[src/sv/mgd_pkg.sv]
package mgd_pkg;

    localparam int MAX_ROWS   = 32;
    localparam int MAX_COLS   = 32;
    localparam int GRID_CELLS = MAX_ROWS * MAX_COLS;
    localparam int SIZE_LIM_ROWS = (MAX_ROWS < 32) ? MAX_ROWS : 32;
    localparam int SIZE_LIM_COLS = (MAX_COLS < 32) ? MAX_COLS : 32;

    localparam int ROW_W   = 5;
    localparam int COL_W   = 5;
    localparam int SIZE_W  = 6;
    localparam int CELL_AW = $clog2(GRID_CELLS);
    localparam int STK_AW  = CELL_AW;
    localparam int STK_CW  = $clog2(GRID_CELLS + 1);

    localparam logic [1:0] CFG_ROW_COUNT = 2'd0;
    localparam logic [1:0] CFG_COL_COUNT = 2'd1;

    typedef enum logic [1:0] {
        FUNC_START = 2'd0,
        FUNC_STEP  = 2'd1,
        FUNC_READ  = 2'd2,
        FUNC_NOP   = 2'd3
    } func_t;

    typedef enum logic [1:0] {
        DIR_N = 2'd0,
        DIR_S = 2'd1,
        DIR_E = 2'd2,
        DIR_W = 2'd3
    } dir_t;

    localparam logic [2:0] DIR_NONE    = 3'd4;
    localparam logic [7:0] ORDER_RESET = {DIR_E, DIR_S, DIR_W, DIR_N};

    typedef enum logic [2:0] {
        ST_CLEAR,
        ST_IDLE,
        ST_POP,
        ST_SCAN,
        ST_CARVE,
        ST_READ,
        ST_OUT
    } state_t;

    typedef struct packed {
        logic       visited;
        logic [3:0] openings;
    } cell_t;

    typedef struct packed {
        logic [ROW_W-1:0] row;
        logic [COL_W-1:0] col;
    } stk_entry_t;

    typedef struct packed {
        logic               we;
        logic [CELL_AW-1:0] waddr;
        cell_t              wdata;
        logic               re_a;
        logic [CELL_AW-1:0] raddr_a;
        logic               re_b;
        logic [CELL_AW-1:0] raddr_b;
    } cell_req_t;

    typedef struct packed {
        logic              we;
        logic [STK_AW-1:0] waddr;
        stk_entry_t        wdata;
        logic              re;
        logic [STK_AW-1:0] raddr;
    } stk_req_t;

    typedef struct packed {
        logic [ROW_W-1:0] cell_row;
        logic [COL_W-1:0] cell_col;
        logic [2:0]       carved_dir;
        logic             done_res;
        logic [3:0]       openings;
        logic             visited;
    } result_t;

    typedef struct packed {
        logic             ok;
        logic [ROW_W-1:0] row;
        logic [COL_W-1:0] col;
    } nbr_t;

    function automatic logic [CELL_AW-1:0] cell_addr(logic [ROW_W-1:0] r,
                                                     logic [COL_W-1:0] c);
        return CELL_AW'((int'(r) % MAX_ROWS) * MAX_COLS + (int'(c) % MAX_COLS));
    endfunction

endpackage

[src/sv/mgd_ctrl.sv]
module mgd_ctrl
    import mgd_pkg::*;
(
    input  logic              aclk,
    input  logic              aresetn,
    input  logic              s_valid,
    output logic              s_ready,
    input  logic [1:0]        s_func,
    input  logic [7:0]        s_rand_picks,
    input  logic [ROW_W-1:0]  s_row,
    input  logic [COL_W-1:0]  s_col,
    input  logic [SIZE_W-1:0] rows,
    input  logic [SIZE_W-1:0] cols,
    input  logic              out_free,
    output logic              res_load,
    output result_t           res,
    output cell_req_t         cell_req,
    input  cell_t             cell_rdata_a,
    input  cell_t             cell_rdata_b,
    output stk_req_t          stk_req,
    input  stk_entry_t        stk_rdata
);

    state_t             state_reg, state_next;
    logic [CELL_AW-1:0] clr_cnt_reg, clr_cnt_next;
    logic               clr_start_reg, clr_start_next;
    logic [7:0]         order_reg, order_next;
    logic [STK_CW-1:0]  count_reg, count_next;
    logic [1:0]         k_reg, k_next;
    stk_entry_t         cur_reg, cur_next;
    nbr_t               nbr_reg, nbr_next;
    dir_t               dir_reg, dir_next;
    result_t            res_reg, res_next;

    function automatic logic [7:0] shuffle_order(logic [7:0] ord, logic [7:0] picks);
        logic [7:0] v;
        logic [1:0] s;
        logic [1:0] a;
        logic [1:0] b;
        v = ord;
        for (int i = 0; i < 4; i++) begin
            s = picks[2*i +: 2];
            a = v[2*i +: 2];
            b = v[2*s +: 2];
            v[2*i +: 2] = b;
            v[2*s +: 2] = a;
        end
        return v;
    endfunction

    function automatic nbr_t nbr_of(stk_entry_t p, dir_t d,
                                    logic [SIZE_W-1:0] nrows, logic [SIZE_W-1:0] ncols);
        nbr_t n;
        n.ok  = 1'b0;
        n.row = p.row;
        n.col = p.col;
        case (d)
            DIR_N: begin
                n.ok  = (p.row != '0);
                n.row = p.row - ROW_W'(1);
            end
            DIR_S: begin
                n.ok  = ({1'b0, p.row} + SIZE_W'(1)) < nrows;
                n.row = p.row + ROW_W'(1);
            end
            DIR_E: begin
                n.ok  = ({1'b0, p.col} + SIZE_W'(1)) < ncols;
                n.col = p.col + COL_W'(1);
            end
            DIR_W: begin
                n.ok  = (p.col != '0);
                n.col = p.col - COL_W'(1);
            end
            default: begin
                n.ok = 1'b0;
            end
        endcase
        return n;
    endfunction

    function automatic logic [3:0] dir_bit(dir_t d);
        return 4'b0001 << d;
    endfunction

    function automatic logic [3:0] back_bit(dir_t d);
        logic [3:0] b;
        case (d)
            DIR_N:   b = dir_bit(DIR_S);
            DIR_S:   b = dir_bit(DIR_N);
            DIR_E:   b = dir_bit(DIR_W);
            DIR_W:   b = dir_bit(DIR_E);
            default: b = '0;
        endcase
        return b;
    endfunction

    always_ff @(posedge aclk) begin
        if (!aresetn) begin
            state_reg     <= ST_CLEAR;
            clr_cnt_reg   <= '0;
            clr_start_reg <= 1'b0;
            order_reg     <= ORDER_RESET;
            count_reg     <= '0;
            k_reg         <= '0;
        end else begin
            state_reg     <= state_next;
            clr_cnt_reg   <= clr_cnt_next;
            clr_start_reg <= clr_start_next;
            order_reg     <= order_next;
            count_reg     <= count_next;
            k_reg         <= k_next;
        end
    end

    always_ff @(posedge aclk) begin
        cur_reg <= cur_next;
        nbr_reg <= nbr_next;
        dir_reg <= dir_next;
        res_reg <= res_next;
    end

    always_comb begin
        logic [STK_CW-1:0] cnt_dec;
        dir_t              d_cur;
        dir_t              d_nxt;
        nbr_t              n_cur;
        nbr_t              n_nxt;
        nbr_t              n_first;
        cell_t             here_new;
        logic [1:0]        k_inc;

        state_next     = state_reg;
        clr_cnt_next   = clr_cnt_reg;
        clr_start_next = clr_start_reg;
        order_next     = order_reg;
        count_next     = count_reg;
        k_next         = k_reg;
        cur_next       = cur_reg;
        nbr_next       = nbr_reg;
        dir_next       = dir_reg;
        res_next       = res_reg;
        cell_req       = '0;
        stk_req        = '0;
        s_ready        = 1'b0;
        res_load       = 1'b0;

        cnt_dec  = count_reg - STK_CW'(1);
        k_inc    = k_reg + 2'd1;
        d_cur    = dir_t'(order_reg[2*k_reg +: 2]);
        d_nxt    = dir_t'(order_reg[2*k_inc +: 2]);
        n_cur    = nbr_of(cur_reg, d_cur, rows, cols);
        n_nxt    = nbr_of(cur_reg, d_nxt, rows, cols);
        n_first  = nbr_of(stk_rdata, dir_t'(order_reg[1:0]), rows, cols);
        here_new = cell_rdata_a;
        here_new.visited = 1'b1;

        case (state_reg)
            ST_CLEAR: begin
                cell_req.we    = 1'b1;
                cell_req.waddr = clr_cnt_reg;
                cell_req.wdata = '0;
                if (clr_start_reg && clr_cnt_reg == '0) begin
                    cell_req.wdata.visited = 1'b1;
                end
                clr_cnt_next = clr_cnt_reg + CELL_AW'(1);
                if (clr_cnt_reg == CELL_AW'(GRID_CELLS - 1)) begin
                    state_next = clr_start_reg ? ST_OUT : ST_IDLE;
                end
            end
            ST_IDLE: begin
                s_ready = 1'b1;
                res_next.cell_row   = '0;
                res_next.cell_col   = '0;
                res_next.carved_dir = DIR_NONE;
                res_next.done_res   = 1'b0;
                res_next.openings   = '0;
                res_next.visited    = 1'b0;
                if (s_valid) begin
                    case (func_t'(s_func))
                        FUNC_START: begin
                            order_next       = ORDER_RESET;
                            count_next       = STK_CW'(1);
                            stk_req.we       = 1'b1;
                            stk_req.waddr    = '0;
                            stk_req.wdata    = '0;
                            clr_cnt_next     = '0;
                            clr_start_next   = 1'b1;
                            res_next.visited = 1'b1;
                            state_next       = ST_CLEAR;
                        end
                        FUNC_STEP: begin
                            if (count_reg != '0) begin
                                order_next    = shuffle_order(order_reg, s_rand_picks);
                                count_next    = cnt_dec;
                                stk_req.re    = 1'b1;
                                stk_req.raddr = cnt_dec[STK_AW-1:0];
                                state_next    = ST_POP;
                            end else begin
                                state_next = ST_OUT;
                            end
                        end
                        FUNC_READ: begin
                            cell_req.re_a     = 1'b1;
                            cell_req.raddr_a  = cell_addr(s_row, s_col);
                            res_next.cell_row = s_row;
                            res_next.cell_col = s_col;
                            state_next        = ST_READ;
                        end
                        default: begin
                            state_next = ST_OUT;
                        end
                    endcase
                end
            end
            ST_POP: begin
                cur_next         = stk_rdata;
                k_next           = '0;
                cell_req.re_a    = 1'b1;
                cell_req.raddr_a = cell_addr(stk_rdata.row, stk_rdata.col);
                cell_req.re_b    = 1'b1;
                cell_req.raddr_b = cell_addr(n_first.row, n_first.col);
                state_next       = ST_SCAN;
            end
            ST_SCAN: begin
                res_next.cell_row = cur_reg.row;
                res_next.cell_col = cur_reg.col;
                res_next.visited  = 1'b1;
                if (n_cur.ok && !cell_rdata_b.visited) begin
                    here_new.openings   = cell_rdata_a.openings | dir_bit(d_cur);
                    cell_req.we         = 1'b1;
                    cell_req.waddr      = cell_addr(cur_reg.row, cur_reg.col);
                    cell_req.wdata      = here_new;
                    if (count_reg < STK_CW'(GRID_CELLS)) begin
                        stk_req.we    = 1'b1;
                        stk_req.waddr = count_reg[STK_AW-1:0];
                        stk_req.wdata = cur_reg;
                        count_next    = count_reg + STK_CW'(1);
                    end
                    nbr_next            = n_cur;
                    dir_next            = d_cur;
                    res_next.carved_dir = {1'b0, d_cur};
                    res_next.openings   = here_new.openings;
                    state_next          = ST_CARVE;
                end else if (k_reg == 2'd3) begin
                    cell_req.we         = 1'b1;
                    cell_req.waddr      = cell_addr(cur_reg.row, cur_reg.col);
                    cell_req.wdata      = here_new;
                    res_next.carved_dir = DIR_NONE;
                    res_next.openings   = cell_rdata_a.openings;
                    state_next          = ST_OUT;
                end else begin
                    k_next           = k_inc;
                    cell_req.re_b    = 1'b1;
                    cell_req.raddr_b = cell_addr(n_nxt.row, n_nxt.col);
                end
            end
            ST_CARVE: begin
                cell_req.we             = 1'b1;
                cell_req.waddr          = cell_addr(nbr_reg.row, nbr_reg.col);
                cell_req.wdata          = cell_rdata_b;
                cell_req.wdata.openings = cell_rdata_b.openings | back_bit(dir_reg);
                if (count_reg < STK_CW'(GRID_CELLS)) begin
                    stk_req.we        = 1'b1;
                    stk_req.waddr     = count_reg[STK_AW-1:0];
                    stk_req.wdata.row = nbr_reg.row;
                    stk_req.wdata.col = nbr_reg.col;
                    count_next        = count_reg + STK_CW'(1);
                end
                state_next = ST_OUT;
            end
            ST_READ: begin
                res_next.openings = cell_rdata_a.openings;
                res_next.visited  = cell_rdata_a.visited;
                state_next        = ST_OUT;
            end
            ST_OUT: begin
                if (out_free) begin
                    res_load   = 1'b1;
                    state_next = ST_IDLE;
                end
            end
            default: begin
                state_next = ST_IDLE;
            end
        endcase
    end

    always_comb begin
        res          = res_reg;
        res.done_res = (count_reg == '0);
    end

endmodule

[config.mk]
export PLATFORM = sky130hd
export DESIGN_NAME = mgd_ctrl
export DESIGN_NICKNAME = d
export VERILOG_FILES = /design/src/sv/mgd_pkg.sv /design/src/sv/mgd_ctrl.sv
export SDC_FILE = /design/constraint.sdc
export NUM_CORES = 1
export LEC_CHECK = 0
export ABC_AREA = 1
export BUFFER_PORTS_ARGS = -buffer_cell sky130_fd_sc_hd__buf_2
export CAP_MARGIN = 10
export CORE_AREA = 3 3 151 153
export CTS_CLUSTER_SIZE = 24
export DETAILED_ROUTE_END_ITERATION = 8
export DIE_AREA = 0 0 154 156
export HOLD_SLACK_MARGIN = 0.08
export REMOVE_ABC_BUFFERS = 1
export SYNTH_ARGS = -nofsm -noshare
export SYNTH_HDL_FRONTEND = slang
export SYNTH_SLANG_ARGS = --single-unit
[constraint.sdc]
create_clock -name aclk -period 3 [get_ports aclk]
set_input_delay 0.45 -clock aclk [delete_from_list [all_inputs] [get_ports aclk]]
set_output_delay 0.45 -clock aclk [all_outputs]
set_load 0.03 [all_outputs]
======== After elaboration in Yosys (flattened, before gate mapping) ========
Index checks and enable logic that the tools add are counted.
cells by class
  add/subtract/negate cells ............... 24
  magnitude comparators ................... 3
  eq/ne operators ......................... 33
  shifts and indexed selects .............. 15
  mux-type cells .......................... 68
  bitwise gates (word level) .............. 2
  reduce and logical (&&, ||, !) cells .... 30
operator list
  cell                      number
  $neg A3 Y34               4
  $shift A2 B34 Y8 const A  4
  $shiftx A2 B34 Y8         4
  $mux W11                  11
  $mux W21                  4
  $pmux W11 S2              3
  $pmux W21 S3              1
  $add A10 B5 Y10           6
  $pmux W5 S2               6
  $pmux W16 S3              1
  $shiftx A8 B4 Y2          6
  $mux W10                  4
  $pmux W11 S3              1
  $bwmux W8                 4
  $mux W16                  2
  $mux W32                  1
  $mux W3                   9
  $pmux W13 S2              1
  $add A5 B1 Y5 const B     4
  $eq A2 B2 Y1 const B      10
  $pmux W10 S2              1
  $sub A5 B1 Y5 const B     4
  $pmux W3 S6               1
  $pmux W4 S4               1
  42 further kinds          82
word-level totals
  bits in registers ....................... 75

======== Longest topological paths before layout ========
Gate-level depths: netlist (run 1).
  depth in word-level cells ............... 11
  depth in mapped cells ................... 24

======== Least setup slack after synthesis (run 1) ========
OpenSTA, ideal clock, no wires.
  kind .................................... register -> output
  from .................................... reg cur_reg[2] (netlist bit)
  to ...................................... out stk_req[21] (netlist bit)
  arrival ................................. 2.777 ns
  data required time ...................... 2.550 ns
  slack ................................... -0.227 ns
  cell stages (with the launch flop) ...... 18
  cell sequence ........................... edfxtp_1 -> clkbuf_1 -> inv_1 -> o31ai_1 -> nand2_1 -> inv_1 -> ha_1 -> a21oi_1 -> o21a_1 -> o311ai_1 -> nand4_1 -> nand2_4 -> inv_4 -> nand2_4 -> inv_2 -> o21ai_2 -> buf_4 -> nor2_1
RTL lines
  element                   line             source
  start: declaration        mgd_ctrl.sv:30   stk_entry_t cur_reg, cur_next;
  start signal: assignment  mgd_ctrl.sv:116  cur_reg <= cur_next;
  end: declaration          mgd_ctrl.sv:20   output stk_req_t stk_req,

==> results.yml, run 1 <==
status:
  status: "finished, violations left"
  failed_checks: "negative setup slack"
timing:
  period_minus_slack_ps: 3470
  hold_viol: 0
  finalWorstSetupSlack_ps: -469
  drv_slew: 0
  relSlewSlack: 0.436
  skew_ps: 12.1
  max_slew.worst_pin.slew_ps: 845
  fmax_mhz: 288
  period_share: 1.16
  finalSetupViolCount: 48
  rsz0062_at_grt: "yes"
setup_path:
  start_kind: "register"
  critPathSlowestCell: "edfxtp_1"
  crit_fanout: 11
  path_buf_inv: 6
  path_class: "register to primary output"
  crit_chain: "buf_6 -> inv_1 -> ha_1 -> ha_1 -> a21oi_2 -> o311ai_4 -> nand4_1 -> nand2_4 -> inv_8 -> nand2_4 -> inv_4 -> o21ai_4 -> buf_12 -> nor2_1 -> buf_4"
  max_stage_delay_ps: 420
  critPathArrivalTime_ps: 3020
  cp-end-kind: "primary output"
  cp.required_ps: 2550
  path_delay_family: "buffers and inverters"
detailed_routing:
  viasPerCell: 5.15
  num_vias: 7698
  wire_per_inst_um: 16.4
  dr.pass1.iters: 5
  drt-initial-drc-count: 519
  antenna_left: 0
  routed_wl_mm: 24.5
  drc: 0
floorplan:
  dieArea_sq_um: 24000
  pin_count: 147
  die_w_um: 154
  die_y_um: 156
  coreArea_sq_um: 21700
  rows: 54
  start_util: 0.307
placement:
  placed_cell_area_sq_um: 8220
  gp_congestion: 0.958
  dp_hpwl_mm: 18.5
  dp.cells: 1450
  place_ws_ps: -126
  io_buffers: 146
grt:
  grt_pass1_vias: 7196
  grt_usage: 0.192
  grt_max_degree: 23
  grt_pass1_wl_mm: 37.4
  antenna_found_initial: 0
  grt_overflow: 0
clock_network:
  hold_buffers: 0
  cts.sinks: 75
  clock_latency_ps: 350
  clockRootBuffer: "clkbuf_16"
  cts_buffer_depth: 2
  numCtsBuffers: 9
  clk_pin_slew_ps: 70
  cts_tree: "yes"
  ctsHtreeMaxLevel: 3
final_layout:
  fin_area_sq_um: 9590
  insertedDiodeCount: 0
  layout-drive-gt1-share: 0.311
  largest_register_ff_count: 18
  final_core_util: 0.442
  syn2layout_area_growth_pct: 44.1
  fin_cells: 1494
  nNetsFinal: 1312
synthesis:
  yosysTopAreaCell: "edfxtp_1"
  synth.most_common_cell: "nand2_1"
  synth-seq-cells: 75
  syn_inst: 978
  ys.flop_type: "edfxtp_1"
  avgSynthCellArea_sq_um: 6.81
  yosys.cell_types.count: 49
  synth_top_area_share: 0.180
  yosysWarnings: 0
  synthArstFlopShare: 0
  syn_area_sq_um: 6660
  synth_area_leaders: "edfxtp_1 18%, nand2_1 13%, dfxtp_1 11%"
  synth_edf_count: 40
  ys_seq_area_frac: 0.286
  synth_common_cells: "231 x nand2_1, 134 x inv_1, 82 x a21oi_1"
power:
  total_power_mw: 6.54
  p_per_area_nw_per_um2: 682
  cellLeakagePower_nw: 4.33
  peakVddDrop_uv: 289
min_path:
  hp-class: "primary input to register"
job:
  max_cap_violations: 0
worst reg2reg max path: stages (launching register included):
cell and delay, ps:
edfxtp_1 510, inv_2 100, o31ai_4 250, nand2_1 100, inv_2 80, ha_4 200
a21oi_2 110, o21a_1 160, o311ai_4 110, nand4_1 160, nand2_4 110, buf_4 150
buf_4 120, buf_4 120, nand2_2 120, nand2_8 140, o21ai_0 190, a21oi_1 50
placed cells by master (no fill, tap or decap), types with 4 or more instances in the layout:
| cell | count |
|---|---|
| inv_1 | 129 |
| nand3_1 | 46 |
| nand2_1 | 226 |
| inv_2 | 12 |
| buf_6 | 41 |
| a21oi_2 | 14 |
| nand2_2 | 4 |
| o21ai_0 | 53 |
| a21oi_1 | 66 |
| o22ai_2 | 5 |
| ha_1 | 40 |
| a21oi_4 | 4 |
| buf_4 | 111 |
| buf_2 | 98 |
| o211ai_1 | 4 |
| nor4_1 | 5 |
| o221ai_1 | 15 |
| o221ai_4 | 8 |
| edfxtp_1 | 40 |
| nand4_1 | 13 |
| nor3_1 | 14 |
| xor2_1 | 22 |
| o21ai_1 | 12 |
| nor2_1 | 76 |
| nand3_2 | 13 |
| inv_4 | 4 |
| clkbuf_16 | 11 |
| o22ai_1 | 17 |
| dfxtp_1 | 35 |
| nand2_4 | 10 |
path summary, 6_finish.rpt:
check                                   from  depth (start not counted)            to  slack [ps]
worst min-delay path            stk_rdata[4]                          1    cur_reg[4]         300
worst max register to register    cur_reg[2]                         17  count_reg[0]         110
worst min register to register  order_reg[5]                          2  order_reg[5]         490
worst max-delay path              cur_reg[0]                         15   stk_req[27]        -470
cell type report:
class	instances	area (sq um)
Clock inverter	5	35.0
Clock buffer	11	254
Multi-Input combinational cell	721	4600
Sequential cell	75	1900
Fill cell	2174	12100
Tap cell	280	350
Inverter	147	566
Timing Repair Buffer	255	1890
layer usage:
layer | global-route usage | share of wire
met2 | 0.328 | 0.47
met1 | 0.248 | 0.44
met3 | 0.0377 | 0.062
met5 | 0 | 0
met4 | 0.0538 | 0.026
cell families (layout without fill, tap and decap cells):
group / after synthesis / in the layout / share of synthesized area
simple gates: 419 / 419 / 0.272
compound gates: 229 / 229 / 0.210
buf+inv: 182 / 418 / 0.108
flops: 75 / 75 / 0.286
fa+ha+maj: 47 / 47 / 0.0906
xor+xnor: 26 / 26 / 0.0342
metrics by stage:
step | hold slack (ps) | setup TNS [ps]
after detailed placement | 478 | -3700
after CTS | 287 | -16700
after global placement | 481 | -3920
final | 300 | -19680
after global routing | 294 | -24130
after floorplan | 457 | -3150
timing repair:
item                                   in CTS  in global routing
gates cloned                                0                  1
pin swaps                                   5                  7
buffers inserted                           19                  9
endpoints found under the hold margin       0                  0
resized for setup                         143                 56
setup endpoints to repair                  48                 70
report_power, final:
part / internal [mW] / switching [mW]
Combinational: 1.43 / 2.49
Sequential: 1.32 / 0.207
Clock: 0.614 / 0.473
Total: 3.37 / 3.17
(Power assumes the default switching activity.)
==> inputs of run 2 (changes only) <==
- RECOVER_POWER: default -> 25
==> run 2 against run 1 <==
Total power fell by 0.46%. Fmax barely moved. Global-route usage did not move. Flip-flop and latch count did not move. Clock power barely moved. Sequential share of layout area rose by 0.093 points. Clock skew barely moved. The flow still finishes with violations (negative setup slack). Cell area fell by 0.47%. Clock-buffer cell count did not move. Critical endpoint unchanged. Combinational power barely moved.
==> results.yml, run 2 (synthesis gave the netlist of run 1 again) <==
status:
  status: "finished, violations left"
  failed_checks: "negative setup slack"
grt:
  grt_pass1_wl_mm: 37.4
  grt_max_degree: 23
  grt_overflow: 0
  grt_usage: 0.192
  grt_pass1_vias: 7196
  antenna_found_initial: 0
final_layout:
  final_common_cell: "nand2_1"
  largest_register_ff_count: 18
  layout-drive-gt1-share: 0.286
  syn2layout_area_growth_pct: 43.4
  insertedDiodeCount: 0
  final_cell_mix: "226 x nand2_1, 130 x inv_1, 110 x buf_4, 77 x nor2_1, 71 x buf_2"
  nNetsFinal: 1312
clock_network:
  clockRootBuffer: "clkbuf_16"
  cts_buffer_depth: 2
  cts_tree: "yes"
  ctsHtreeMaxLevel: 3
  hold_buffers: 0
  clk_pin_slew_ps: 70
  numCtsBuffers: 9
  clock_latency_ps: 350
  cts.sinks: 75
setup_path:
  start_kind: "register"
  cp-startpoint: "cur_reg[0]"
  path_class: "register to primary output"
  critPathArrivalTime_ps: 3020
  cp-endpoint: "stk_req[27]"
  cp-end-kind: "primary output"
  r2r.worst_path.cells: 17
  r2r-start: "cur_reg[2]"
  cp.required_ps: 2550
  crit_fanout: 11
  r2r_setup_slack_ps: 100
  timing.rr.end: "count_reg[0]"
detailed_routing:
  num_vias: 7660
  routed_wl_mm: 24.5
  wire_per_inst_um: 16.4
  antenna_left: 0
  drc: 0
  drt-initial-drc-count: 525
  viasPerCell: 5.13
  dr.pass1.iters: 5
floorplan:
  pin_count: 147
  die_w_um: 154
  coreArea_sq_um: 21700
  dieArea_sq_um: 24000
  rows: 54
  start_util: 0.307
  die_y_um: 156
timing:
  finalSetupViolCount: 48
  relSlewSlack: 0.409
  fmax_mhz: 289
  finalWorstSetupSlack_ps: -466
  period_minus_slack_ps: 3470
  period_share: 1.16
  whs_ps: 300
  max_slew.worst_pin.slew_ps: 887
  drv_slew: 0
  skew_ps: 11.7
  rsz0062_at_grt: "yes"
  hold_viol: 0
min_path:
  min-delay-start: "stk_rdata[4]"
  hp-class: "primary input to register"
power:
  p_per_area_nw_per_um2: 682
  p_int_mw: 3.35
  swShare: 0.485
  comb_power_share: 0.598
  total_power_mw: 6.51
  clockPowerShare: 0.167
  switching_power_mw: 3.16
  cellLeakagePower_nw: 4.25
  peakVddDrop_uv: 284
  p_seq_frac: 0.235
placement:
  io_buffers: 146
  gp_congestion: 0.958
  dp_hpwl_mm: 18.5
job:
  max_cap_violations: 0
-- run 2: changes by cell type in the layout (fill, tap and decap cells not counted) --
cell,delta
clkbuf_1,+28
buf_4,-1
inv_1,+1
buf_2,-27
inv_2,-1
nor2_1,+1
nor2_4,-1
-- run 2: area by class of cell --
class	instances	area, sq um
flip-flops and latches	75	1900
multi-input cells	721	4590
repair buffers	255	1850
well taps	280	350
clock buffers	11	254
fillers	2189	12100
clock inverters	5	35.0
inverters	147	566
-- run 2: worst max-delay path, cell delays in order, from the launching register on --
cell and delay, ps:
edfxtp_1 420, buf_6 150, inv_1 150, ha_1 290, ha_1 310, a21oi_2 70
o311ai_4 220, nand4_1 200, nand2_4 170, inv_8 50, nand2_4 60, inv_4 50
o21ai_4 140, buf_12 150, nor2_1 50, buf_4 170
-- run 2: timing repair --
action	4_1_cts	5_1_grt
buffers inserted	19	9
pin swaps	5	7
resized for setup	143	56
cloned	0	1
setup endpoints to repair	48	70
-- run 2: routing by layer --
layer	track usage	share of wire
met1	0.248	0.44
met2	0.328	0.47
met3	0.0377	0.062
met4	0.0538	0.026
met5	0	0
-- run 2: through the flow --
step | instance area, sq um | utilization | setup TNS [ps] | setup WS [ps] | std cells
2_1_floorplan | 6490 | - | -3150 | -262 | 943
3_3_place_gp | 8220 | 0.379 | -3920 | -143 | 1450
3_5_place_dp | 8220 | 0.379 | -3700 | -126 | 1450
4_1_cts | 9230 | 0.426 | -16700 | -415 | 1485
5_1_grt | 9550 | 0.440 | -25080 | -567 | 1494
6_report | 9550 | 0.440 | -19550 | -466 | 1494
-- run 2: power by group through the flow --
stage | sequential [mW] | clock [mW] | combinational [mW]
floorplan | 1.63 | 0 | 2.02
global placement | 1.54 | 0 | 3.27
detailed placement | 1.54 | 0 | 3.28
CTS | 1.53 | 1.11 | 3.68
global route | 1.56 | 1.14 | 4.23
finish | 1.53 | 1.09 | 3.89
-- run 2: worst min-delay path by stage --
stage | slack (ps) | cells past startpoint | to
after global placement | 480 | 2 | order_reg[5]
after CTS | 290 | 1 | cur_reg[4]
after detailed placement | 480 | 2 | order_reg[5]
after floorplan | 460 | 2 | clr_start_reg
after global routing | 290 | 1 | cur_reg[4]
final | 300 | 1 | cur_reg[4]
